**src/sv/assert_macros.svh**
```systemverilog
// ----------------------------------------------------------------------------
// assert_macros.svh
// Concurrent assertion helpers; they compile to nothing in synthesis.
// ----------------------------------------------------------------------------
`ifndef ASSERT_MACROS_SVH
`define ASSERT_MACROS_SVH

`ifndef SYNTHESIS

// same-cycle implication, checked outside reset
`define ASSERT_IMPL(label, clk, rst_n, ante, cons) \
    label: assert property (@(posedge clk) disable iff (!(rst_n)) (ante) |-> (cons)) \
        else $error("assertion failed: same-cycle implication");

// next-cycle implication, checked outside reset
`define ASSERT_NEXT(label, clk, rst_n, ante, cons) \
    label: assert property (@(posedge clk) disable iff (!(rst_n)) (ante) |=> (cons)) \
        else $error("assertion failed: next-cycle implication");

`else

`define ASSERT_IMPL(label, clk, rst_n, ante, cons)
`define ASSERT_NEXT(label, clk, rst_n, ante, cons)

`endif

`endif

```
**src/sv/ude_pkg.sv**
```systemverilog
// ----------------------------------------------------------------------------
// ude_pkg
// Shared constants, types and the month table for the date to epoch converter.
// ----------------------------------------------------------------------------
package ude_pkg;

    // calendar constants
    localparam int unsigned EPOCH_YEAR   = 1970;
    localparam int unsigned LEAPS_EPOCH  = 477;     // leap years in 1..1969
    localparam int unsigned DAYS_YEAR    = 365;
    localparam int unsigned SEC_PER_DAY  = 86400;
    localparam int unsigned SEC_PER_HOUR = 3600;
    localparam int unsigned SEC_PER_MIN  = 60;

    // divide by 100 as multiply by reciprocal, exact for 12-bit values
    localparam int unsigned DIV100_MUL   = 5243;
    localparam int unsigned DIV100_SHIFT = 19;

    // field widths
    localparam int unsigned YEAR_W  = 12;
    localparam int unsigned MONTH_W = 4;
    localparam int unsigned DAY_W   = 5;
    localparam int unsigned HOUR_W  = 5;
    localparam int unsigned MIN_W   = 6;
    localparam int unsigned SEC_W   = 6;
    localparam int unsigned OUT_W   = 32;

    // internal widths
    localparam int unsigned DAYS_W = 21;    // whole day count plus day of month
    localparam int unsigned HMS_W  = 17;    // seconds within the day
    localparam int unsigned CUM_W  = 9;     // days before month
    localparam int unsigned Q100_W = 6;     // year / 100

    // item between the day counter and the seconds scaler
    typedef struct packed {
        logic                vld;
        logic                stamp;
        logic [DAYS_W-1:0]   days;   // day count plus day of month, before minus one
        logic [HMS_W-1:0]    hms;
    } t_days_item;

    // days before the first of the month; month 0 as January, above 12 as a full year
    function automatic logic [CUM_W-1:0] days_before(input logic [MONTH_W-1:0] month);
        logic [CUM_W-1:0] d;
        case (month)
            4'd0, 4'd1: d = 9'd0;
            4'd2:       d = 9'd31;
            4'd3:       d = 9'd59;
            4'd4:       d = 9'd90;
            4'd5:       d = 9'd120;
            4'd6:       d = 9'd151;
            4'd7:       d = 9'd181;
            4'd8:       d = 9'd212;
            4'd9:       d = 9'd243;
            4'd10:      d = 9'd273;
            4'd11:      d = 9'd304;
            4'd12:      d = 9'd334;
            default:    d = 9'd365;
        endcase
        return d;
    endfunction

endpackage

```
**src/sv/utc_date_to_epoch_seconds.sv**
```systemverilog
// ----------------------------------------------------------------------------
// utc_date_to_epoch_seconds
// UTC calendar time stamp to 32-bit Unix epoch seconds, five-stage pipeline.
// ----------------------------------------------------------------------------
// Usage:
//   Input channel: i_valid with the time stamp fields, o_stall back. An item
//   is taken at a clock edge with i_valid high and o_stall low.
//   Output channel: o_valid with o_epoch_seconds, i_stall back. A result is
//   taken at a clock edge with o_valid high and i_stall low.
//   One item per cycle is accepted when the output is not stalled.
//   Stages: year quotients and time of day, whole years and leap count, day
//   sum, multiply by 86400, final sum into the output register.
//   When the receiver stalls while a result is waiting, the whole pipeline
//   holds and o_stall rises; nothing is dropped or repeated. Empty slots are
//   filled while the output is idle.
//   A stamp with stamp_valid low still yields one result, with value zero.
//   Synchronous active-low reset clears all valid bits; no result is pending
//   after reset and the block is ready at once.
// ----------------------------------------------------------------------------
`include "assert_macros.svh"

module utc_date_to_epoch_seconds import ude_pkg::*; (
    input  logic               i_clk,
    input  logic               i_rst_n,
    input  logic               i_valid,
    output logic               o_stall,
    input  logic               i_stamp_valid,
    input  logic [YEAR_W-1:0]  i_year_value,
    input  logic [MONTH_W-1:0] i_month_value,
    input  logic [DAY_W-1:0]   i_day_value,
    input  logic [HOUR_W-1:0]  i_hour_value,
    input  logic [MIN_W-1:0]   i_minute_value,
    input  logic [SEC_W-1:0]   i_second_value,
    output logic               o_valid,
    input  logic               i_stall,
    output logic [OUT_W-1:0]   o_epoch_seconds
);

    logic       w_en;
    logic       w_out_stamp;
    t_days_item w_days;

    // pipeline advances unless a waiting result is stalled
    assign w_en    = !(o_valid && i_stall);
    assign o_stall = !w_en;

    ude_days u_days (
        .i_clk          (i_clk),
        .i_rst_n        (i_rst_n),
        .i_en           (w_en),
        .i_vld          (i_valid),
        .i_stamp_valid  (i_stamp_valid),
        .i_year_value   (i_year_value),
        .i_month_value  (i_month_value),
        .i_day_value    (i_day_value),
        .i_hour_value   (i_hour_value),
        .i_minute_value (i_minute_value),
        .i_second_value (i_second_value),
        .o_item         (w_days)
    );

    ude_secs u_secs (
        .i_clk   (i_clk),
        .i_rst_n (i_rst_n),
        .i_en    (w_en),
        .i_item  (w_days),
        .o_valid (o_valid),
        .o_stamp (w_out_stamp),
        .o_secs  (o_epoch_seconds)
    );

    // checks
    `ASSERT_IMPL(a_invalid_zero, i_clk, i_rst_n, o_valid && !w_out_stamp, o_epoch_seconds == '0)
    `ASSERT_IMPL(a_stall_only_full, i_clk, i_rst_n, o_stall, o_valid)
    `ASSERT_NEXT(a_mid_hold, i_clk, i_rst_n, o_valid && i_stall, $stable(w_days))

endmodule

```
**src/sv/ude_days.sv**
```systemverilog
// ----------------------------------------------------------------------------
// ude_days
// Three-stage day counter: year quotients, year and leap terms, day sum.
// ----------------------------------------------------------------------------
module ude_days import ude_pkg::*; (
    input  logic               i_clk,
    input  logic               i_rst_n,
    input  logic               i_en,
    input  logic               i_vld,
    input  logic               i_stamp_valid,
    input  logic [YEAR_W-1:0]  i_year_value,
    input  logic [MONTH_W-1:0] i_month_value,
    input  logic [DAY_W-1:0]   i_day_value,
    input  logic [HOUR_W-1:0]  i_hour_value,
    input  logic [MIN_W-1:0]   i_minute_value,
    input  logic [SEC_W-1:0]   i_second_value,
    output t_days_item         o_item
);

    localparam int unsigned PROD100_W = YEAR_W + 13;

    // stage 1 registers
    logic                r1_vld;
    logic                r1_stamp;
    logic                r1_gt;
    logic [YEAR_W-1:0]   r1_ym;
    logic [YEAR_W-3:0]   r1_n4;
    logic [Q100_W-1:0]   r1_qn;
    logic [Q100_W-1:0]   r1_qy;
    logic [YEAR_W-1:0]   r1_year;
    logic [CUM_W-1:0]    r1_cum;
    logic                r1_late;
    logic [DAY_W-1:0]    r1_day;
    logic [HMS_W-1:0]    r1_hms;

    // stage 2 registers
    logic                r2_vld;
    logic                r2_stamp;
    logic                r2_gt;
    logic [DAYS_W-1:0]   r2_y365;
    logic [10:0]         r2_ldiff;
    logic                r2_leap;
    logic [CUM_W-1:0]    r2_cum;
    logic                r2_late;
    logic [DAY_W-1:0]    r2_day;
    logic [HMS_W-1:0]    r2_hms;

    // stage 3 registers
    logic                r3_vld;
    logic                r3_stamp;
    logic [DAYS_W-1:0]   r3_days;
    logic [HMS_W-1:0]    r3_hms;

    // stage 1 logic: quotients by 100, month table, seconds of the day
    logic [YEAR_W-1:0]    n_prev;
    logic [PROD100_W-1:0] n_pn;
    logic [PROD100_W-1:0] n_py;
    logic [HMS_W-1:0]     n_hms;

    always_comb begin
        n_prev = i_year_value - YEAR_W'(1);
        n_pn   = PROD100_W'(n_prev) * PROD100_W'(DIV100_MUL);
        n_py   = PROD100_W'(i_year_value) * PROD100_W'(DIV100_MUL);
        n_hms  = HMS_W'(i_hour_value) * HMS_W'(SEC_PER_HOUR)
               + HMS_W'(i_minute_value) * HMS_W'(SEC_PER_MIN)
               + HMS_W'(i_second_value);
    end

    always_ff @(posedge i_clk) begin
        if (!i_rst_n) begin
            r1_vld <= 1'b0;
        end else if (i_en) begin
            r1_vld <= i_vld;
        end
    end

    always_ff @(posedge i_clk) begin
        if (i_en) begin
            r1_stamp <= i_stamp_valid;
            r1_gt    <= (i_year_value > YEAR_W'(EPOCH_YEAR));
            r1_ym    <= i_year_value - YEAR_W'(EPOCH_YEAR);
            r1_n4    <= n_prev[YEAR_W-1:2];
            r1_qn    <= n_pn[DIV100_SHIFT +: Q100_W];
            r1_qy    <= n_py[DIV100_SHIFT +: Q100_W];
            r1_year  <= i_year_value;
            r1_cum   <= days_before(i_month_value);
            r1_late  <= (i_month_value >= MONTH_W'(3));
            r1_day   <= i_day_value;
            r1_hms   <= n_hms;
        end
    end

    // stage 2 logic: whole years, leap count since epoch, leap flag of this year
    logic [DAYS_W-1:0] n_y365;
    logic [10:0]       n_ldiff;
    logic [YEAR_W-1:0] n_rem;
    logic              n_leap;

    always_comb begin
        n_y365  = DAYS_W'(r1_ym) * DAYS_W'(DAYS_YEAR);
        n_ldiff = 11'(r1_n4) - 11'(r1_qn) + 11'(r1_qn[Q100_W-1:2]) - 11'(LEAPS_EPOCH);
        n_rem   = r1_year - YEAR_W'(YEAR_W'(r1_qy) * YEAR_W'(100));
        n_leap  = (r1_year[1:0] == 2'd0) && ((n_rem != '0) || (r1_qy[1:0] == 2'd0));
    end

    always_ff @(posedge i_clk) begin
        if (!i_rst_n) begin
            r2_vld <= 1'b0;
        end else if (i_en) begin
            r2_vld <= r1_vld;
        end
    end

    always_ff @(posedge i_clk) begin
        if (i_en) begin
            r2_stamp <= r1_stamp;
            r2_gt    <= r1_gt;
            r2_y365  <= n_y365;
            r2_ldiff <= n_ldiff;
            r2_leap  <= n_leap;
            r2_cum   <= r1_cum;
            r2_late  <= r1_late;
            r2_day   <= r1_day;
            r2_hms   <= r1_hms;
        end
    end

    // stage 3 logic: total day count, years only counted after the epoch year
    logic [DAYS_W-1:0] n_days;

    always_comb begin
        n_days = (r2_gt ? (r2_y365 + DAYS_W'(r2_ldiff)) : '0)
               + DAYS_W'(r2_cum)
               + DAYS_W'(r2_leap && r2_late)
               + DAYS_W'(r2_day);
    end

    always_ff @(posedge i_clk) begin
        if (!i_rst_n) begin
            r3_vld <= 1'b0;
        end else if (i_en) begin
            r3_vld <= r2_vld;
        end
    end

    always_ff @(posedge i_clk) begin
        if (i_en) begin
            r3_stamp <= r2_stamp;
            r3_days  <= n_days;
            r3_hms   <= r2_hms;
        end
    end

    assign o_item.vld   = r3_vld;
    assign o_item.stamp = r3_stamp;
    assign o_item.days  = r3_days;
    assign o_item.hms   = r3_hms;

endmodule

```
**src/sv/ude_secs.sv**
```systemverilog
// ----------------------------------------------------------------------------
// ude_secs
// Two-stage scaler: days times 86400, then minus one day plus time of day.
// ----------------------------------------------------------------------------
module ude_secs import ude_pkg::*; (
    input  logic             i_clk,
    input  logic             i_rst_n,
    input  logic             i_en,
    input  t_days_item       i_item,
    output logic             o_valid,
    output logic             o_stamp,
    output logic [OUT_W-1:0] o_secs
);

    logic             r4_vld;
    logic             r4_stamp;
    logic [OUT_W-1:0] r4_prod;
    logic [HMS_W-1:0] r4_hms;

    logic             r5_vld;
    logic             r5_stamp;
    logic [OUT_W-1:0] r5_secs;

    // stage 4: constant multiply, wraps modulo 2^32
    logic [OUT_W-1:0] n_prod;

    assign n_prod = OUT_W'(i_item.days) * OUT_W'(SEC_PER_DAY);

    always_ff @(posedge i_clk) begin
        if (!i_rst_n) begin
            r4_vld <= 1'b0;
        end else if (i_en) begin
            r4_vld <= i_item.vld;
        end
    end

    always_ff @(posedge i_clk) begin
        if (i_en) begin
            r4_stamp <= i_item.stamp;
            r4_prod  <= n_prod;
            r4_hms   <= i_item.hms;
        end
    end

    // stage 5: day of month counts from one, invalid stamp gives zero
    logic [OUT_W-1:0] n_secs;

    assign n_secs = r4_stamp ? (r4_prod - OUT_W'(SEC_PER_DAY) + OUT_W'(r4_hms)) : '0;

    always_ff @(posedge i_clk) begin
        if (!i_rst_n) begin
            r5_vld <= 1'b0;
        end else if (i_en) begin
            r5_vld <= r4_vld;
        end
    end

    always_ff @(posedge i_clk) begin
        if (i_en) begin
            r5_stamp <= r4_stamp;
            r5_secs  <= n_secs;
        end
    end

    assign o_valid = r5_vld;
    assign o_stamp = r5_stamp;
    assign o_secs  = r5_secs;

endmodule
```
**config.mk**
```make
export PLATFORM = sky130hd
export DESIGN_NAME = utc_date_to_epoch_seconds
export DESIGN_NICKNAME = d
export VERILOG_FILES = /design/src/sv/ude_pkg.sv /design/src/sv/utc_date_to_epoch_seconds.sv /design/src/sv/ude_days.sv /design/src/sv/ude_secs.sv
export VERILOG_INCLUDE_DIRS = /design/src /design/src/sv
export SDC_FILE = /design/constraint.sdc
export NUM_CORES = 1
export LEC_CHECK = 0
export ABC_CLOCK_PERIOD_IN_PS = 11100
export BUFFER_PORTS_ARGS = -buffer_cell sky130_fd_sc_hd__clkbuf_2
export CORE_MARGIN = 2
export CORE_UTILIZATION = 30
export DETAILED_ROUTE_END_ITERATION = 8
export GPL_TIMING_DRIVEN = 0
export PLACE_DENSITY = 0.47
export SYNTH_ARGS = -nofsm -noshare
export SYNTH_HDL_FRONTEND = slang
export SYNTH_SLANG_ARGS = --single-unit
export TNS_END_PERCENT = 30
```
**constraint.sdc**
```tcl
create_clock -name i_clk -period 11.1 [get_ports i_clk]
set_clock_uncertainty 0.1 [all_clocks]
set_input_delay 0.555 -clock i_clk [delete_from_list [all_inputs] [get_ports i_clk]]
set_output_delay 0.555 -clock i_clk [all_outputs]
set_load 0.02 [all_outputs]
```
==> out/qor.yml <==
cts_sinks: 265
startpoint_type: "primary input"
viasPerCell: 4.39
synth_cell_types: 71
grt_pass1_wl_um: 79800
clock_latency_ns: 0.54
outcome: "completed"
nFillCells: 8282
setup_viol: 0
ys_seq_area_frac: 0.320
max_slew.worst_pin.slew_ns: 0.960
synth_top_flop_cell: "edfxtp_1"
syn-cell-area_sq_um: 24700
hpwl_um: 38800
rsz0062_at_grt: "false"
core_sq_um: 81800
gp_congestion: 0.838
drc: 0
clk_pin_slew_ns: 0.06
grtUsageTotal: 0.114
whs_path_depth: 1
crit_required_ns: 11.29
fin_crit_sh: 0.679
synth_nets: 2949
avgRoutedWirePerCell_um: 13.4
drive_gt1_frac: 0.0630
htreeDepth: 2
synth_seq_cells: 265
critPathArrivalTime_ns: 7.73
slew_headroom: 0.355
fmax_ghz: 0.133
tritoncts: "yes"
hold_buffers: 0
timing.final.crit_period_ns: 7.54
dr_wl_met3_um: 1270
cts_setup_buffers: 0
cts-root-buf: "clkbuf_16"
tns_ns: 0
vias: 15204
synth_edf_count: 260
ctsResizeCount: 0
drtIter0Drc: 386
diodes: 0
ant_nets: 0
maxSlewViolCount: 0
yosysWarnings: 0
final_area_sq_um: 27700
placed_cell_area_sq_um: 26600
syn_to_final_growth_pct: 11.8
hp-class: "primary input to register"
dieArea_sq_um: 84700
core.rowCount: 105
worstSetupPathType: "primary input to register"
r2r_cells: 18
grt_max_degree: 70
dr.pass1.iters: 4
synth_cells: 2258
cts_buffers: 34
cp_max_fo: 7
gr-total-overflow: 0
die_h_um: 291
routed_wl_um: 46300
die_w_um: 291
syn-mean-instance-area_sq_um: 11.0
highest_layer: "met4"
start_util: 0.302
hold_violations: 0
antenna_found_initial: 0
met2_length_um: 23700
cp-end-kind: "register"
port_buffers: 76
finalNetCount: 3065
boundaryPins: 77
max_cap_viol_count: 0
drt-met1-wl_um: 20200
ctsLongestPathBuffers: 3
grt_pass1_vias: 16304
async_flop_share: 0
area by class of cell:
type                            count  area (sq um)  share of cell area
Clock buffer                       42           902              0.0326
Inverter                          533          2000              0.0723
Multi-Input combinational cell   1449         14800               0.535
Tap cell                         1070          1340              0.0484
Sequential cell                   265          7910               0.286
Clock inverter                     16           186             0.00674
Buffer                             11          41.3             0.00149
Timing Repair Buffer               80           490              0.0177
flip-flops by register name, indices dropped and copies added (netlist names), 9 cells and up:
register         count
u_days.r3_days      21
u_days.r2_ldiff     11
u_days.r1_year      12
u_secs.r4_hms       17
u_days.r1_hms       17
u_days.r3_hms       17
u_days.r2_cum        9
u_secs.o_secs       32
u_days.r2_hms       17
u_days.r1_cum        9
u_days.r1_n4        10
u_days.r2_y365      21
u_days.r1_ym        11
u_secs.r4_prod      25
per-layer routing:
metal / vias up / track usage
li1: 7804 / -
met1: 7206 / 0.136
met2: 134 / 0.212
met5: - / 0
met3: 60 / 0.0166
met4: 0 / 0.0301
final timing paths:
path / start / endpoint / slack, ns
setup / recovery: i_year_value[2] / u_days.r1_qn[5] / 3.56
hold reg to reg: u_days.r1_hms[6] / u_days.r2_hms[6] / 0.30
setup reg to reg: u_days.r3_days[4] / u_secs.r4_prod[31] / 5.82
hold / removal: i_day_value[1] / u_days.r1_day[1] / 0.09
through the flow:
step,hold WS [ns],setup WS (ns),util,cells
2_1_floorplan,0.300,2.73,-,2258
3_3_place_gp,0.302,0.186,0.323,3404
3_5_place_dp,0.305,2.93,0.325,3408
4_1_cts,0.0435,3.50,0.338,3466
5_1_grt,0.0540,2.96,0.338,3466
6_report,0.0871,3.56,0.338,3466
layout by cell type, fill, tap and decap left out, types with 14 or more instances in the layout:
cell type / synthesis / final
inv_1: 533 / 533
a31oi_1: 14 / 14
nor3_1: 32 / 32
nand2_1: 79 / 78
a211oi_1: 14 / 14
nor2_1: 83 / 83
a21oi_1: 97 / 97
clkbuf_2: 0 / 76
a21o_1: 35 / 35
o21ai_0: 52 / 52
xnor2_1: 108 / 108
nand3_1: 20 / 20
clkbuf_16: 0 / 35
edfxtp_1: 260 / 260
clkbuf_1: 10 / 17
xor2_1: 44 / 44
ha_1: 452 / 452
o21bai_1: 14 / 14
nor2b_1: 17 / 17
fa_1: 196 / 196
o21a_1: 17 / 17
and2_1: 18 / 18
logic make-up after synthesis:
kind of cell,count (synthesis),synth area share
adders and majority gates,648,0.387
buffers and inverters,544,0.0826
and+or+nand+nor,318,0.0637
AOI/OAI and AO/OA,316,0.0853
DFF,265,0.320
xor gates and xnor gates,154,0.0554
muxes,13,0.00587
synth_stat cells (11+ instances only):
master    number  area, sq um
inv_1        533         2000
fa_1         196         3920
edfxtp_1     260         7810
o21ai_0       52          260
xnor2_1      108          946
nand2_1       79          297
nand3_1       20          100
a21oi_1       97          485
o21a_1        17          128
and2_1        18          113
nor2b_1       17          106
nor2_1        83          312
nand2b_1      11         68.8
nor3_1        32          160
a31oi_1       14         87.6
xor2_1        44          385
o21bai_1      14          105
ha_1         452         5660
a211oi_1      14          105
a21o_1        35          263
o211ai_1      11         82.6
worst max-delay path, stage by stage:
cell and delay, ns:
clkbuf_2 0.25, clkbuf_1 0.34, inv_1 0.11, ha_1 0.23, a21boi_1 0.17, o2111ai_1 0.33
a21boi_0 0.19, xnor2_1 0.78, ha_1 0.32, inv_1 0.08, fa_1 0.53, inv_1 0.05
fa_1 0.54, inv_1 0.06, fa_1 0.51, fa_1 0.55, inv_1 0.05, ha_1 0.30
a21o_1 0.16, a21o_1 0.17, a221oi_1 0.28, o21a_1 0.23, o21ai_0 0.24, a211oi_1 0.40
o21bai_1 0.14, xnor2_1 0.14
Power is not shown: default switching activity piles up to over one toggle a cycle in this logic, so the estimate is an artifact.
